$ cat src/rtl/sdmd_pkg.sv
// Shared types, widths and register codes of the sigma-delta motion detector.
`default_nettype none

package sdmd_pkg;

	// Store depth, the address width that follows from it, and the field widths
	localparam int unsigned MAX_PIXELS = 131072;
	localparam int unsigned ADDR_W     = $clog2(MAX_PIXELS);
	localparam int unsigned FRAME_W    = 18;
	localparam int unsigned GAIN_W     = 3;
	localparam int unsigned PIX_W      = 8;
	localparam int unsigned VAR_W      = 8;
	localparam int unsigned TGT_W      = GAIN_W + PIX_W;

	// APB register window
	localparam int unsigned APB_AW = 4;
	localparam int unsigned APB_DW = 32;

	// Largest frame the store can hold
	localparam logic [FRAME_W-1:0] FRAME_MAX = FRAME_W'(MAX_PIXELS);

	// Reset values of the configuration registers
	localparam logic [FRAME_W-1:0] FRAME_RESET = FRAME_W'(76800);
	localparam logic [GAIN_W-1:0]  GAIN_RESET  = GAIN_W'(3);
	localparam logic [VAR_W-1:0]   VMIN_RESET  = VAR_W'(1);
	localparam logic [VAR_W-1:0]   VMAX_RESET  = VAR_W'(254);

	// Register index, taken from paddr word bits
	typedef enum logic [1:0] {
		REG_FRAME_PIXELS   = 2'd0,
		REG_DEVIATION_GAIN = 2'd1,
		REG_VARIANCE_MIN   = 2'd2,
		REG_VARIANCE_MAX   = 2'd3
	} reg_index_t;

	// Configuration seen by the datapath
	typedef struct packed {
		logic [FRAME_W-1:0] frame_pixels;
		logic [GAIN_W-1:0]  deviation_gain;
		logic [VAR_W-1:0]   variance_min;
		logic [VAR_W-1:0]   variance_max;
	} cfg_t;

endpackage

`default_nettype wire

$ cat src/rtl/sdmd_apb_regs.sv
// APB configuration registers of the sigma-delta motion detector.
`default_nettype none

module sdmd_apb_regs (
	input  wire logic                         clk,
	input  wire logic                         arst_n,
	input  wire logic                         psel,
	input  wire logic                         penable,
	input  wire logic                         pwrite,
	input  wire logic [sdmd_pkg::APB_AW-1:0]  paddr,
	input  wire logic [sdmd_pkg::APB_DW-1:0]  pwdata,
	output logic      [sdmd_pkg::APB_DW-1:0]  prdata,
	output logic                              pready,
	output sdmd_pkg::cfg_t                    cfg
);
	import sdmd_pkg::*;

	cfg_t       cfg_q;
	reg_index_t idx;
	logic       wr_en;

	assign idx    = reg_index_t'(paddr[3:2]);
	assign wr_en  = psel && penable && pwrite;
	assign pready = 1'b1;
	assign cfg    = cfg_q;

	// Write the addressed register on the access cycle
	always_ff @(posedge clk or negedge arst_n) begin
		if (!arst_n) begin
			cfg_q.frame_pixels   <= FRAME_RESET;
			cfg_q.deviation_gain <= GAIN_RESET;
			cfg_q.variance_min   <= VMIN_RESET;
			cfg_q.variance_max   <= VMAX_RESET;
		end else if (wr_en) begin
			case (idx)
				REG_FRAME_PIXELS:   cfg_q.frame_pixels   <= pwdata[FRAME_W-1:0];
				REG_DEVIATION_GAIN: cfg_q.deviation_gain <= pwdata[GAIN_W-1:0];
				REG_VARIANCE_MIN:   cfg_q.variance_min   <= pwdata[VAR_W-1:0];
				REG_VARIANCE_MAX:   cfg_q.variance_max   <= pwdata[VAR_W-1:0];
				default: ;
			endcase
		end
	end

	// Return the addressed register, zero extended
	always_comb begin
		case (idx)
			REG_FRAME_PIXELS:   prdata = APB_DW'(cfg_q.frame_pixels);
			REG_DEVIATION_GAIN: prdata = APB_DW'(cfg_q.deviation_gain);
			REG_VARIANCE_MIN:   prdata = APB_DW'(cfg_q.variance_min);
			REG_VARIANCE_MAX:   prdata = APB_DW'(cfg_q.variance_max);
			default:            prdata = '0;
		endcase
	end

endmodule

`default_nettype wire
$ cat config.mk
export PLATFORM = sky130hd
export DESIGN_NAME = sdmd_apb_regs
export DESIGN_NICKNAME = d
export VERILOG_FILES = /design/src/rtl/sdmd_pkg.sv /design/src/rtl/sdmd_apb_regs.sv
export SDC_FILE = /design/constraint.sdc
export NUM_CORES = 1
export LEC_CHECK = 0
export ABC_CLOCK_PERIOD_IN_PS = 850
export BUFFER_PORTS_ARGS = -buffer_cell sky130_fd_sc_hd__buf_2
export CAP_MARGIN = 20
export CORE_MARGIN = 2
export CORE_UTILIZATION = 39
export CTS_CLUSTER_DIAMETER = 150
export DETAILED_ROUTE_END_ITERATION = 16
export PLACE_DENSITY = 0.79
export SYNTH_ARGS = -nofsm -noshare
export SYNTH_HDL_FRONTEND = slang
export SYNTH_SLANG_ARGS = --single-unit
export TNS_END_PERCENT = 30
$ cat constraint.sdc
create_clock -name clk -period 0.85 [get_ports clk]
set_input_delay 0.085 -clock clk [delete_from_list [all_inputs] [get_ports clk]]
set_output_delay 0.085 -clock clk [all_outputs]
set_load 0.1 [all_outputs]
Yosys cells after proc, flatten, opt, wreduce, memory -nomap -nowiden
Index checks and enable logic that the tools add are counted.
{"block": "totals", "regBits": 37}
{"block": "classes", "eq_ne": 3, "n_mux": 1, "reduce_logical": 7}
{"operator": "32-bit one-hot mux with 4 select lines", "n": 1}
{"operator": "2-bit AND reduction", "n": 4}
{"operator": "2-bit == test (second input constant)", "n": 2}
{"operator": "2-bit by 1-bit == test with 1-bit output (second input constant)", "n": 1}
{"operator": "1-bit logical AND", "n": 2}
{"operator": "2-bit zero test", "n": 1}

Longest topological paths before layout
{"block": "logic_depth", "depth_word": 3, "ltp_mapped": 5}

Worst setup path after synthesis
OpenSTA, ideal clock, no wires.
{"block": "synth_timing", "path_type": "reg-to-output", "start": "reg cfg_q, in the netlist cfg[11]", "end": "out prdata[3] in the netlist's numbering", "arrival_ns": 3.197, "slack_ns": -2.432, "stages_incl_launch_ff": 3, "n_path_buf": 0, "cell_sequence": "dfrtp_1 -> mux2i_1 -> o21ai_0"}
{"block": "synth_via", "elab_chain_cells": 1}
{"item": "start: declaration", "line": "sdmd_apb_regs.sv:18", "rtl": "cfg_t cfg_q;"}
{"item": "32-bit one-hot mux with 4 select lines", "line": "sdmd_apb_regs.sv:47", "rtl": "case (idx)"}
{"item": "end: declaration", "line": "sdmd_apb_regs.sv:12", "rtl": "output logic [sdmd_pkg::APB_DW-1:0] prdata,"}
No other way between the ends. The select of a mux whose other input is x is not followed.

Final worst setup path
{"block": "layout_timing", "start": "reg cfg_q, in the netlist cfg[1]", "end": "out prdata[1] in the netlist's numbering"}
The elaborated chain is that of the path after synthesis.

==> impl_metrics.json <==
{
  "synth_seq_area_share_pct": 51.2,
  "drc": 0,
  "ys_warn_count": 0,
  "cp.arrival_ns": 1.50,
  "fin_nets": 312,
  "place_area_um2": 3740,
  "gr-total-overflow": 0,
  "fmax_mhz": 632,
  "rows": 25,
  "period_share_pct": 186,
  "async_flop_share_pct": 100,
  "synthFlopType": "dfrtp_1",
  "skew_ns": 0,
  "yosys.area.top_type": "dfrtp_1",
  "fin_cells": 326,
  "critPathKind": "reg2out",
  "hold_viol": 0,
  "drt_iter0_drc": 50,
  "cp-start-kind": "register",
  "grt.total_usage_pct": 27.6,
  "netlist_area_um2": 1840,
  "io_pins": 111,
  "leakagePower_nw": 1.81,
  "crit_start": "cfg[1]",
  "endpoint_kind": "output port",
  "synth_edf_count": 0,
  "hp-start": "pwdata[8]",
  "start_util_pct": 39.8,
  "syn_inst": 132,
  "reg2reg_from": "cfg[4]",
  "drive_gt1_share_pct": 90.8,
  "cts_root_buf": "clkbuf_8",
  "wire_per_inst_um": 23.4,
  "via_per_inst": 5.09,
  "min_period_ns": 1.58,
  "globalplace.congestion": 0.732,
  "grt_start_max_net_pins": 38,
  "synth.distinct_cells": 19,
  "cts_buffer_depth": 2,
  "place_inst": 311,
  "io_buffers": 79,
  "syn2layout_area_growth_pct": 121,
  "hold_path.class": "in2reg",
  "diodes": 0,
  "power.total_mw": 13.5,
  "setup_viol": 84,
  "stdcell_area_um2": 4070,
  "clkTransAtPathRegs_ns": 0.07,
  "ys_seq_elements": 37,
  "max-cap-violations": 0,
  "dieArea_um2": 5290,
  "rsz0062_at_grt": "yes",
  "grt_pass1_vias": 1865,
  "cts.htree.levels": 2,
  "numCtsBuffers": 5,
  "cts_tree": "built",
  "yosys-top-cells-count": "mux2_2 (29), dfrtp_1 (23), buf_4 (17)",
  "routed_wl_um": 7610,
  "cp_max_fo": 2,
  "die_x_um": 72.7,
  "synth_top_cell_area_share_pct": 31.2,
  "critical_path_required_ns": 0.76,
  "yosys.cell_count.top_type": "mux2_2",
  "clk_latency_ns": 0.29,
  "vias": 1660,
  "setup_slack_ns": -0.732,
  "die_height_um": 72.7,
  "synth_area_leaders": "dfrtp_1 (31%), dfstp_2 (20%), mux2_2 (18%)",
  "largest_reg_flops": 37,
  "reg2reg_slack_ns": -0.30,
  "dr.pass1.iters": 4,
  "irDropWorstVdd_uv": 2450,
  "status": "finished with violations",
  "ant_nets": 0,
  "drv_slew": 0,
  "dpl.hpwl_um": 4460,
  "avgSynthCellArea_um2": 14.0,
  "nFillCells": 184,
  "clock_sinks": 37,
  "failed_checks": "negative setup slack",
  "power_density_nw_per_um2": 3320,
  "antenna_found_initial": 0,
  "grt_pass1_wl_um": 10500,
  "coreArea_um2": 4630
}
==> cell families (layout without fill, tap and decap cells) <==
| kind of cell | Yosys count | in the layout | share of synthesized area [%] |
|---|---|---|---|
| compound gates | 5 | 5 | 1.36 |
| buf+inv | 21 | 148 | 8.62 |
| other cells | 2 | 15 | 0.407 |
| mux | 45 | 45 | 30.6 |
| simple gates | 22 | 22 | 7.81 |
| flops | 37 | 37 | 51.2 |
==> critical path, cell delays in order (launching register included) <==
cell and delay [ns]:
dfstp_4 0.48, mux4_2 0.53, buf_12 0.19
==> layer usage <==
metal | GRT usage (%) | wire (µm)
met3 | 5.94 | 315
met1 | 28.4 | 2500
met4 | 15.8 | 308
met2 | 51.1 | 4490
met5 | 0 | 0
==> stage by stage <==
step	util [%]	TNS (ns)	hold slack [ns]	setup slack, ns
after CTS	85.7	-22.47	0.0213	-0.696
after global placement	80.8	-16.71	0.0612	-0.366
after global routing	87.9	-25.57	0.0303	-0.739
after floorplan	-	-16.96	-0.211	-0.731
final	87.9	-24.20	0.0207	-0.732
after detailed placement	80.8	-18.88	0.0641	-0.386
==> power by group <==
part           internal, mW  switching, mW
logic                  3.67           5.60
registers              2.51          0.505
clock network         0.569          0.658
==> repair_timing <==
item,4_1_cts,5_1_grt
endpoints found under the hold margin,37,0
pin swaps,15,2
buffers inserted,1,9
resized for setup,33,23
cloned,0,0
setup endpoints to repair,83,91
hold buffers,1,0
==> cells in the final DEF (no fill, tap or decap) <==
| cell | instances |
|---|---|
| buf_12 | 57 |
| mux2i_4 | 5 |
| and2_4 | 10 |
| mux2_4 | 19 |
| buf_2 | 21 |
| clkbuf_1 | 1 |
| mux2_2 | 18 |
| nor2_2 | 1 |
| nand3_4 | 1 |
| inv_4 | 1 |
| nor2_1 | 1 |
| dlygate4sd3_1 | 1 |
| buf_6 | 45 |
| nor3_4 | 2 |
| nand4_1 | 1 |
| conb_1 | 15 |
| clkinv_2 | 2 |
| clkbuf_8 | 5 |
| buf_4 | 15 |
| o21ai_4 | 5 |
| dfstp_4 | 14 |
| or2_1 | 1 |
| mux4_2 | 3 |
| nand2_1 | 5 |
| dfrtp_2 | 11 |
| dfrtp_4 | 12 |
==> final timing paths <==
kind / to / cells after the start
worst max register to register: cfg[4] / 4
worst min register to register: cfg[24] / 1
min in group asynchronous: cfg[33] / 3
worst max-delay path: prdata[1] / 2
max in group asynchronous: cfg[35] / 3
worst min-delay path: cfg[27] / 2
==> final cells by class <==
class	instances	area, µm²	area share, %
clock buffer	6	72.6	1.78
clock inverter	2	10.0	0.246
inverter	1	6.26	0.154
multi-input combinational	87	985	24.2
sequential	37	1050	25.9
tap	54	67.6	1.66
timing repair buffer	139	1880	46.1
Note: power is estimated with default switching activity, not from simulation.
